**src/rtl/tli_pkg.sv**
```systemverilog
// Shared types and constants for the table linear interpolator.
// Used by tli_cell, tli_div and table_linear_interpolator_top.
`default_nettype none
package tli_pkg;

  localparam int DEPTH = 256;
  localparam int CNT_W = $clog2(DEPTH + 1);
  localparam int VAL_W = 32;
  localparam int PROD_W = 2 * VAL_W;
  localparam int DCNT_W = $clog2(PROD_W + 1);

  typedef logic signed [VAL_W-1:0] val_t;
  typedef logic [VAL_W-1:0] mag_t;

  localparam logic [1:0] CMD_CLEAR = 2'd0;
  localparam logic [1:0] CMD_INSERT = 2'd1;
  localparam logic [1:0] CMD_QUERY = 2'd2;

  localparam logic [1:0] ST_OK = 2'd0;
  localparam logic [1:0] ST_EMPTY = 2'd1;
  localparam logic [1:0] ST_FULL = 2'd2;
  localparam logic [1:0] ST_SAT = 2'd3;

  typedef enum logic [3:0] {
    S_IDLE,
    S_EXEC,
    S_SEL,
    S_READ,
    S_DEC,
    S_MUL,
    S_DSTART,
    S_DIV,
    S_SUM,
    S_OUT
  } state_t;

endpackage
`default_nettype wire

```
**src/rtl/tli_cell.sv**
```systemverilog
// One breakpoint cell of the sorted table: holds an (x, y) pair.
// Depends on tli_pkg; shifts its pair to the right neighbor on insertion.
`default_nettype none
module tli_cell import tli_pkg::*; (
  input  wire  clk,
  input  wire  wr_en,
  input  val_t key,
  input  val_t new_y,
  input  wire  valid,
  input  wire  slot_free,
  input  wire  left_shift,
  input  val_t left_x,
  input  val_t left_y,
  output val_t cell_x,
  output val_t cell_y,
  output logic gt,
  output logic ge
);

  val_t x_r, x_nxt;
  val_t y_r, y_nxt;

  assign gt = valid && (x_r > key);
  assign ge = valid && (x_r >= key);
  assign cell_x = x_r;
  assign cell_y = y_r;

  always_comb begin
    x_nxt = x_r;
    y_nxt = y_r;
    if (wr_en) begin
      if (left_shift) begin
        x_nxt = left_x;
        y_nxt = left_y;
      end else if (gt || slot_free) begin
        x_nxt = key;
        y_nxt = new_y;
      end
    end
  end

  always_ff @(posedge clk) begin
    x_r <= x_nxt;
    y_r <= y_nxt;
  end

endmodule
`default_nettype wire

```
**config.mk**
```make
export PLATFORM = sky130hd
export DESIGN_NAME = tli_cell
export DESIGN_NICKNAME = d
export VERILOG_FILES = /design/src/rtl/tli_pkg.sv /design/src/rtl/tli_cell.sv
export SDC_FILE = /design/constraint.sdc
export NUM_CORES = 1
export LEC_CHECK = 0
export ABC_AREA = 0
export CORE_ASPECT_RATIO = 1.2
export CORE_MARGIN = 1
export CORE_UTILIZATION = 35
export CTS_CLUSTER_DIAMETER = 200
export DETAILED_ROUTE_END_ITERATION = 12
export DONT_BUFFER_PORTS = 1
export PLACE_DENSITY = 0.52
export SLEW_MARGIN = 40
export SYNTH_ARGS = -nofsm -noshare
export SYNTH_HDL_FRONTEND = slang
export SYNTH_SLANG_ARGS = --single-unit
```
**constraint.sdc**
```tcl
create_clock -name clk -period 7.7 [get_ports clk]
set_input_delay 0.77 -clock clk [delete_from_list [all_inputs] [get_ports clk]]
set_output_delay 0.77 -clock clk [all_outputs]
set_load 0.01 [all_outputs]
```
======== After elaboration in Yosys (flattened, before gate mapping) ========
Index checks and enable logic that the tools add are counted.
cells by class
  reductions and logical operators ........ 5
  $lt $le $gt $ge ......................... 2
  muxes and demuxes ....................... 4
operators with widths
  operator             number
  $mux W32             4
  $ge A32 B32 Y1       1
  $gt A32 B32 Y1       1
  $logic_and A1 B1 Y1  2
  $reduce_and A2 Y1    1
  $reduce_bool A2 Y1   1
  $logic_or A1 B1 Y1   1
word-level totals
  register bits after elaboration ......... 64
  logic and storage cells ................. 13
  bits of input ports ..................... 133
  output and inout bits ................... 66

======== Longest topological paths before layout ========
  depth in word-level cells ............... 5
  depth in mapped cells ................... 8
  mapped depth without buffers ............ 8

======== Least setup slack after synthesis ========
No wires, ideal clock.
  path type ............................... in2reg
  start point ............................. input port key[31]
  end point ............................... register x_r[0] (netlist: cell_x[0]), enable pin
  data required time ...................... 7.176 ns
  data arrival time ....................... 5.583 ns
  cell stages on the path ................. 8
  setup slack ............................. 1.593 ns
  path through ............................ inv_1 ha_1 nand4_2 nor2_2 a221o_1 a211oi_4 nand4b_1 a31oi_1
between the ends
  longest elaborated chain between the ends .. 5
RTL lines
  element                              line            RTL
  from (decl)                          tli_cell.sv:7   input val_t key,
  $gt A32 B32 Y1                       tli_cell.sv:23  assign gt = valid && (x_r > key);
  $logic_and A1 B1 Y1                  tli_cell.sv:23
  $logic_or A1 B1 Y1                   tli_cell.sv:35  end else if (gt || slot_free) begin
  $reduce_bool A2 Y1 (no source line)  -
  $reduce_and A2 Y1 (no source line)   -
  to (signal assigned)                 tli_cell.sv:43  x_r <= x_nxt;
  to (decl)                            tli_cell.sv:20  val_t x_r, x_nxt;
Every way passes these cells.
A chain may end at the register's enable or synchronous reset.

======== Worst setup path in the final report ========
  start point ............................. input port key[31]
  end point ............................... output port ge
between the ends
  longest elaborated chain between the ends .. 2
RTL lines
  element              line            RTL
  $ge A32 B32 Y1       tli_cell.sv:24  assign ge = valid && (x_r >= key);
  $logic_and A1 B1 Y1  tli_cell.sv:24
  to (decl)            tli_cell.sv:17  output logic ge
Every way passes these cells.

==> out/metrics.cfg <==
[run_status]
status = finished, final reports clean

[cts]
clock-sinks = 64
holdBufCountCts = 0
cts_buffers = 9
clock_latency_ns = 0.33
clockBufferDepth = 2
ctsResizeCount = 0
post_cts_buffers = 0
cts_tree = yes
htreeDepth = 3
root_buffer = clkbuf_16
clkTransAtPathRegs_ns = 0.06

[die]
fp.dieW_um = 93.5
num_rows = 39
die_area_sq_mm = 0.0104
start_util_pct = 36.4
core_region_area_sq_mm = 0.00966
ioPinCount = 199
die_h_um = 112

[logic_synthesis]
yosys-top-cells-count = edfxtp_1, nand2_1, inv_1, o21ai_0, mux2_2
ys_warn_count = 0
synthArstFlopShare_pct = 0
synth-edff-count = 64
synth_largest_area_cell = edfxtp_1
synth_area_leaders = edfxtp_1, ha_1, mux2_2
yosysMostFrequentCell = edfxtp_1
synth_flop_cell = edfxtp_1
postSynthAreaPerCell_sq_um = 12.0
synth_cells = 294
synth_nets = 459
synth_top_area_share_pct = 54.7
netlist-cell-type-count = 29
synth_area_sq_mm = 0.00351
ys_seq_area_share_pct = 54.7
ys_ff_latch = 64

[placed_design]
post-place-cells = 407
placedInstanceArea_sq_mm = 0.00365
routabilityCongestion = 0.758
dp_hpwl_mm = 5.70
portBuffers = 0
place_ws_ns = 4.11

[power_and_ir_drop]
powerDensity_mw_per_mm2 = 239
leakage_nw = 1.56
finalPower_uw = 945
vdd_drop_max_mv = 0.116

[timing]
finalCritPeriodShare_pct = 42.7
fin_crit_ns = 3.29
finalSetupViolCount = 0
fin_skew_ns = 0.00912
finalSetupTns_ns = 0
tightest_slew_ns = 0.625
finalHoldViolCount = 0
maxSlewHeadroom_pct = 58.4
timing.final.ws_setup_ns = 4.41
fin_hold_ws_ns = 0.636
rsz0062_at_grt = false
slew_violations = 0
max_freq_ghz = 0.304

[drt]
drc = 0
drtIter0Drc = 59
routed_via_density = 5.35
routed_wl_mm = 7.81
final_antenna_net_count = 0
vias = 2256
wire_per_inst_um = 18.5
drt_pass1_iterations = 4

[global_routing]
grt_antenna_before_repair = 0
grt_max_degree = 97
gr-total-overflow = 0
grt_use_total_pct = 15.1
grt_pass1_wl_mm = 11.7
grt_pass1_vias = 2335

[min_path]
hold_path.class = in -> reg

[cells_and_area]
seqCellArea_sq_mm = 0.00192
nNetsFinal = 460
stdcell_count = 422
design_area_sq_mm = 0.00395
diodes = 0
fillers = 957
drive_above_1_share_pct = 19.1
syn_to_final_growth_pct = 12.4
finish.utilization_pct = 40.9
multi_input_area_sq_mm = 0.00144

[setup_path]
path_max_fanout = 6
crit_type = in -> out
arrival_ns = 2.52
end_kind = output pin
cp-start-kind = primary input
critPathRequiredTime_ns = 6.93

[run]
maxCapViolCount = 0

-- path summary, 6_finish.rpt --
path	from	endpoint	slack (ns)	cells after the start
worst max-delay path	key[31]	ge	4.41	8
worst min register to register	cell_x[31]	cell_x[2]	1.16	3
worst max register to register	cell_x[31]	cell_x[11]	4.64	8
worst min-delay path	left_x[19]	cell_x[19]	0.64	2
-- cells in the final DEF, fill, tap and decap left out --
cell type and count:
a2111oi_1 1, a211oi_4 1, a21o_1 3, a21oi_1 14, a221o_1 1, a31oi_1 1
a31oi_4 1, a41oi_1 1, and2_1 1, buf_6 1, bufinv_16 1, clkbuf_16 9
clkinv_4 1, clkinvlp_4 3, edfxtp_1 64, ha_1 32, inv_1 34, inv_6 1
mux2_2 33, nand2_1 38, nand3_1 4, nand4_1 6, nand4_2 2, nand4b_1 1
nor2_1 3, nor2_2 1, nor2b_1 1, nor3_1 1, nor4_4 1, o211ai_1 1
o21ai_0 34, o21ai_1 1, o21ai_2 1, o41ai_2 1
-- per-layer routing --
layer	up-vias	part of all wire, %	global-route usage, %
met4	0	1.5	6.05
met1	1037	37	15.6
met2	135	49	26.1
met3	9	12	6.97
met5	-	0	0
li1	1075	-	-
-- where the power goes --
group	internal (mW)	total (mW)	leakage [nW]	switching [mW]
Clock	0.250	0.406	0.134	0.156
Sequential	0.420	0.447	0.620	0.0274
Combinational	0.0403	0.0913	0.804	0.0510
Total	0.710	0.945	1.56	0.235
-- registers in the layout, summed over array words and instances, names as in the netlist --
register / count
cell_x: 32
cell_y: 32
-- critical path, stage by stage --
cell and delay, ns:
inv_1 0.04, ha_1 0.38, nand4_2 0.19, nor2_2 0.06
a221o_1 0.35, a211oi_4 0.24, o21ai_0 0.11, a41oi_1 0.38
-- cell type report --
| type | instances | area share (%) |
|---|---|---|
| multi-input cells | 185 | 36.4 |
| clock buffers | 9 | 5.70 |
| inverters | 34 | 3.23 |
| repair buffers | 1 | 0.285 |
| well taps | 123 | 3.90 |
| flip-flops and latches | 64 | 48.7 |
| clock inverters | 6 | 1.77 |
-- kinds of logic after synthesis --
group | Yosys count | synth area share, %
buffers and inverters | 45 | 4.81
adder cells (fa/ha/maj) | 32 | 11.4
AND/OR/NAND/NOR | 59 | 8.26
flip-flops | 64 | 54.7
multiplexers | 33 | 10.6
AO/OA/AOI/OAI | 61 | 10.3
Note: power is estimated with default switching activity, not from simulation.
