`config.mk`:
```
export PLATFORM = sky130hd
export DESIGN_NAME = tli_div
export DESIGN_NICKNAME = d
export VERILOG_FILES = /design/src/rtl/tli_pkg.sv /design/src/rtl/tli_div.sv
export SDC_FILE = /design/constraint.sdc
export NUM_CORES = 1
export LEC_CHECK = 0
export ABC_CLOCK_PERIOD_IN_PS = 3250
export BUFFER_PORTS_ARGS = -buffer_cell sky130_fd_sc_hd__buf_2
export CAP_MARGIN = 20
export CORE_MARGIN = 2
export CORE_UTILIZATION = 30
export DETAILED_ROUTE_END_ITERATION = 10
export PLACE_DENSITY = 0.56
export REMOVE_ABC_BUFFERS = 1
export SKIP_LAST_GASP = 1
export SYNTH_ARGS = -nofsm -noshare
export SYNTH_HDL_FRONTEND = slang
export SYNTH_SLANG_ARGS = --single-unit
export TNS_END_PERCENT = 1
```
`constraint.sdc`:
```
create_clock -name clk -period 3.25 [get_ports clk]
set_clock_uncertainty 0.15 [all_clocks]
set_input_delay 0.4875 -clock clk [delete_from_list [all_inputs] [get_ports clk]]
set_output_delay 0.4875 -clock clk [all_outputs]
set_load 0.005 [all_outputs]
```
`src/rtl/tli_pkg.sv`:
```
// Shared types and constants for the table linear interpolator.
// Used by tli_cell, tli_div and table_linear_interpolator_top.
`default_nettype none
package tli_pkg;

  localparam int DEPTH = 256;
  localparam int CNT_W = $clog2(DEPTH + 1);
  localparam int VAL_W = 32;
  localparam int PROD_W = 2 * VAL_W;
  localparam int DCNT_W = $clog2(PROD_W + 1);

  typedef logic signed [VAL_W-1:0] val_t;
  typedef logic [VAL_W-1:0] mag_t;

  localparam logic [1:0] CMD_CLEAR = 2'd0;
  localparam logic [1:0] CMD_INSERT = 2'd1;
  localparam logic [1:0] CMD_QUERY = 2'd2;

  localparam logic [1:0] ST_OK = 2'd0;
  localparam logic [1:0] ST_EMPTY = 2'd1;
  localparam logic [1:0] ST_FULL = 2'd2;
  localparam logic [1:0] ST_SAT = 2'd3;

  typedef enum logic [3:0] {
    S_IDLE,
    S_EXEC,
    S_SEL,
    S_READ,
    S_DEC,
    S_MUL,
    S_DSTART,
    S_DIV,
    S_SUM,
    S_OUT
  } state_t;

endpackage
`default_nettype wire

```
`src/rtl/tli_div.sv`:
```
// Restoring divider, one quotient bit per cycle, 64-bit by 32-bit unsigned.
// Depends on tli_pkg for widths.
`default_nettype none
module tli_div import tli_pkg::*; (
  input  wire                clk,
  input  wire                rst_n,
  input  wire                start,
  input  wire  [PROD_W-1:0]  dividend,
  input  mag_t               divisor,
  output logic [PROD_W-1:0]  quotient,
  output logic               done
);

  logic [PROD_W-1:0] dvd_r, quo_r;
  mag_t              rem_r, dsr_r;
  logic [DCNT_W-1:0] cnt_r;
  logic              run_r, done_r;
  logic [VAL_W:0]    trial;
  logic              fits;

  assign trial = {rem_r, dvd_r[PROD_W-1]};
  assign fits = trial >= {1'b0, dsr_r};
  assign quotient = quo_r;
  assign done = done_r;

  always_ff @(posedge clk) begin
    if (start) begin
      dvd_r <= dividend;
      dsr_r <= divisor;
      rem_r <= '0;
      quo_r <= '0;
    end else if (run_r) begin
      dvd_r <= {dvd_r[PROD_W-2:0], 1'b0};
      rem_r <= fits ? VAL_W'(trial - {1'b0, dsr_r}) : trial[VAL_W-1:0];
      quo_r <= {quo_r[PROD_W-2:0], fits};
    end
  end

  always_ff @(posedge clk) begin
    if (!rst_n) begin
      run_r <= 1'b0;
      done_r <= 1'b0;
      cnt_r <= '0;
    end else begin
      done_r <= 1'b0;
      if (start) begin
        run_r <= 1'b1;
        cnt_r <= DCNT_W'(PROD_W);
      end else if (run_r) begin
        cnt_r <= cnt_r - 1'b1;
        if (cnt_r == DCNT_W'(1)) begin
          run_r <= 1'b0;
          done_r <= 1'b1;
        end
      end
    end
  end

  assert property (@(posedge clk) disable iff (!rst_n) done_r |-> !run_r)
    else $error("divider done while still running");
  assert property (@(posedge clk) disable iff (!rst_n) run_r |-> cnt_r != '0)
    else $error("divider running with empty count");
  assert property (@(posedge clk) disable iff (!rst_n) $fell(run_r) |-> done_r)
    else $error("divider stopped without done");

endmodule
`default_nettype wire

```
# Word level (Yosys, flattened, before mapping)
# Cells that the tools add are included.
# op_classes
n_lt_le_gt_ge	1
eq_ne	1
n_reduce_logical	3
n_bitwise	2
n_addsub	2
muxes	9
# ops
op	n
64-bit two-way mux	2
33-bit by 32-bit greater-or-equal comparator with 1-bit output	1
32-bit two-way mux	1
32-bit subtractor	1
7-bit two-way mux	2
7-bit by 1-bit == test with 1-bit output (second input constant)	1
7-bit by 1-bit subtractor with 7-bit output (second input constant)	1
1-bit two-way mux	4
3-bit OR reduction	1
1-bit NOT	2
2-bit nonzero test	1
2-bit OR reduction	1
# word_totals
input_bits	99
ff_bits	201
word_cells	26

# Longest topological paths before layout
# logic_depth
word_depth	4
mapped_depth	14
ltp_nobuf	12

# Worst setup path before layout
# No wires, ideal clock.
# synth_timing
kind	reg2reg
start	register dsr_r[19]
end	register rem_r[3]
path_buffers	2
setup_slack_ns	0.276
t_arrival_ns	2.733
required_ns	3.009
stages_incl_launch_ff	12
cell_sequence	edfxtp_1 -> inv_1 -> ha_1 -> buf_2 -> nand3_2 -> or2_1 -> or3_1 -> or4_1 -> and2_1 -> clkbuf_2 -> or3b_1 -> a311oi_1
# synth_between
elab_chain_len	2
# synth_lines
element	line_no	text
from (decl)	tli_div.sv:15	mag_t rem_r, dsr_r;
from (signal assigned)	tli_div.sv:29	dsr_r <= divisor;
33-bit by 32-bit greater-or-equal comparator with 1-bit output	tli_div.sv:22	assign fits = trial >= {1'b0, dsr_r};
32-bit two-way mux	tli_div.sv:34	rem_r <= fits ? VAL_W'(trial - {1'b0, dsr_r}) : trial[VAL_W-1:0];
to (signal assigned)	tli_div.sv:34	
to (decl)	tli_div.sv:15	
# No other way between the ends.
# A chain may end at the register's enable or synchronous reset.

# Worst setup path after layout
# layout_timing
start	register dsr_r[6]
end	register rem_r[3]
# The elaborated chain is that of the path after synthesis.

==> impl_results.md <==
* RSZ-0062 raised after global routing: yes
* Worst path slowest cell: or4_1
* Hold Path Class: in -> reg
* Hold EP: run_r
* Hold Path Origin: rst_n
* Library cells used by synthesis at 56
* Die Height at 182 um
* Setup CP Type: reg -> reg
* Seq/Total Area, Yosys at 52.6%
* Area after DPL at 10900 um2
* Status: finished clean
* GRT Overall Usage at 13.8%
* Final core occ at 38.5%
* R2R depth at 10
* Leakage power figure at 5.13 nW
* CP Cell Sequence: inv_1 > ha_1 > nand2_1 > nor3_1 > o31a_1 > o31ai_1 > or4_1 > and2_2 > or3b_1 > a311oi_1
* R2R Setup Slk at 170 ps
* Most common cell after layout, fill and taps aside: buf_2
* Total power at 0.00679 W
* Slew margin rel. at 40.2%
* Ys async rst share at 0%
* Top delay family on crit path: simple AND/OR/NAND/NOR gates
* Residual DRC count at 0
* Cell taking the most area after synthesis: edfxtp_1
* Grt met1 use at 17.9%
* Largest net degree at the start of global routing at 75
* Req. time, crit path at 3540 ps
* Max Freq at 324 MHz
* DIE WIDTH at 182 um
* Final #Nets at 1226
* Layout area overhead at 27.4%
* WL/cell at 15.1 um
* Synthesized area per cell at 10.7 um2
* Max_cap viols at 0
* Worst Max-Slew Pin Slew at 898 ps
* Grt met2 use at 21.6%
* Slack of the critical path at 167 ps
* Final hold vios at 0
* Die area at 33000 um2
* Number of global-route vias before repair at 7141
* Top-area cell type share of the netlist area at 30.4%
* Met3 usage at 5.35%
* Total number of yosys warnings at 0
* Vias per std cell at 4.72
* CTS tree: built
* H-tree Lvls at 1
* Crit share post-route at 94.9%
* DR pass1 iterations at 4
* First-pass GRT wire length at 37.4 mm
* Max-slew violations at 0
* Post-Synthesis Cells at 889
* Port bufs at 163
* Critical Path AT at 3380 ps
* CTS Buf Count at 24
* Global route hottest layer: met2
* Initial Util at 30.3%
* IO Count at 164
* Core area at 31300 um2
* CTS Buffer Depth at 3
* PwrDens at 563 nW/um2
* Final wirelength at 22.9 mm
* RePlAce Congestion at 0.819
* EDFF count, synth at 96
* Period minus WS final at 3080 ps
* Clk Latency, worst-skew pair at 530 ps
* ANT nets after route at 0
* Type of origin of the critical path: flop
* Reg2reg start: dsr_r[6]
* Peak supply drop at 0.387 mV
* CP peak stage delay at 450 ps
* Root buffer cell: clkbuf_16
* Via count at 7146
* Placed Cells incl. Taps at 1436
* #FFs+latches synth at 201
* Reg clk slew, reported paths at 60 ps
* Synthesized area at 9470 um2
* Post-CTS setup buffer count at 0
* 1st-iter DRT viols at 303
* Most frequent cells in the layout: 162 x buf_2, 109 x nor2_1, 104 x dfxtp_1
* Buf/Inv on CP at 1
* Cell Rows at 65
* Detailed placement HPWL at 15.7 mm
* FF-to-FF End: rem_r[3]
* GRT overflow at 0
* Post-route cell area at 12100 um2
* Layout cells sized above 1 at 27.0%
* Hold Path Depth at 2
* Cell Count, Final, Fillers Out at 1514
* Setup WS pre-CTS at 93.5 ps
* Critical path capture point type: flop
* Crit Path Max Fanout at 7
* Ranking of synthesized cells by area: edfxtp_1 30%, dfxtp_1 22%, mux2_2 7.5%
* Final setup vio count at 0
* Clk sink count at 201
* Ys flop type: dfxtp_1
* Antenna violations before repair at 5
-- through the flow --
step	setup TNS, ps	hold WS [ps]
2_1_floorplan	-289380	302
3_3_place_gp	0	318
3_5_place_dp	0	331
4_1_cts	0	37.7
5_1_grt	-291	57.6
6_report	0	50.8
-- state kept, by name, indices dropped and copies added, names as in the netlist --
signal    cells
done          1
rem_r        32
run_r         1
dsr_r        32
dvd_r        64
cnt_r         7
quotient     64
-- cell usage after synthesis, drive strengths merged, types with 3 or more instances --
library cell,n
a21o,12
edfxtp,96
or3,5
xor2,11
o21bai,3
nand2b,9
and3,7
ha,34
nor2,109
mux2i,63
a31oi,6
nand3,14
o211ai,9
nand2,80
inv,48
a211oi,6
a311oi,20
nor3,11
xnor2,16
o21ai,23
or4,3
o31ai,3
nand4,6
and2,4
mux2,63
clkbuf,37
buf,7
dfxtp,105
a21oi,48
-- cell type report --
cell class / instances / area, um2
tap: 402 / 503
antenna: 2 / 5.00
sequential: 201 / 4990
multi-input combinational: 596 / 4150
fill: 3139 / 19200
timing repair buffer: 221 / 1390
inverter: 48 / 180
clock buffer: 33 / 716
clock inverter: 11 / 140
-- worst register-to-register path, cell delays in order (launching register included) --
cell and delay (ps):
edfxtp_1 320, inv_1 50, ha_1 380, nand2_1 90
nor3_1 260, o31a_1 240, o31ai_1 120, or4_1 450
and2_2 300, or3b_1 390, a311oi_1 250
-- how the worst max path moves through the flow --
stage / from / end / slack, ps / cells after the start
after floorplan: run_r / dvd_r[0] / -3200 / 2
final: dsr_r[6] / rem_r[3] / 170 / 10
after global routing: dsr_r[7] / rem_r[29] / -60 / 11
after detailed placement: dvd_r[63] / rem_r[28] / 90 / 12
after global placement: dvd_r[63] / rem_r[30] / 170 / 12
after CTS: dvd_r[63] / rem_r[28] / 60 / 12
-- power by group --
| group | internal, W | switching (W) | total (W) |
|---|---|---|---|
| Sequential | 0.00284 | 0.0000686 | 0.00291 |
| Clock | 0.00178 | 0.00109 | 0.00287 |
| Combinational | 0.000462 | 0.000552 | 0.00101 |
| Total | 0.00508 | 0.00171 | 0.00679 |
-- cells by family (layout without fill, tap and decap cells) --
group	count (synthesis)	count (layout)	share of synthesized area (%)
and+or+nand+nor	259	259	12.0
DFF	201	201	52.6
AOI/OAI and AO/OA	149	149	10.3
muxes	126	126	14.1
buffers and inverters	92	313	3.68
adders and majority gates	35	35	4.70
xor gates and xnor gates	27	27	2.50
other	0	2	0
-- routing by layer --
metal / part of all wire [%] / vias up
met1: 46 / 3345
met4: 1.8 / 6
met3: 8.3 / 42
li1: - / 3602
met2: 44 / 151
met5: 0.15 / -
-- timing repair --
action / 4_1_cts / 5_1_grt
hold buffers: 32 / 0
hold endpoints to repair: 32 / 0
endpoints found under the setup margin: 0 / 14
resized for setup: 0 / 4
No activity file was read; power rests on OpenSTA's default activity.
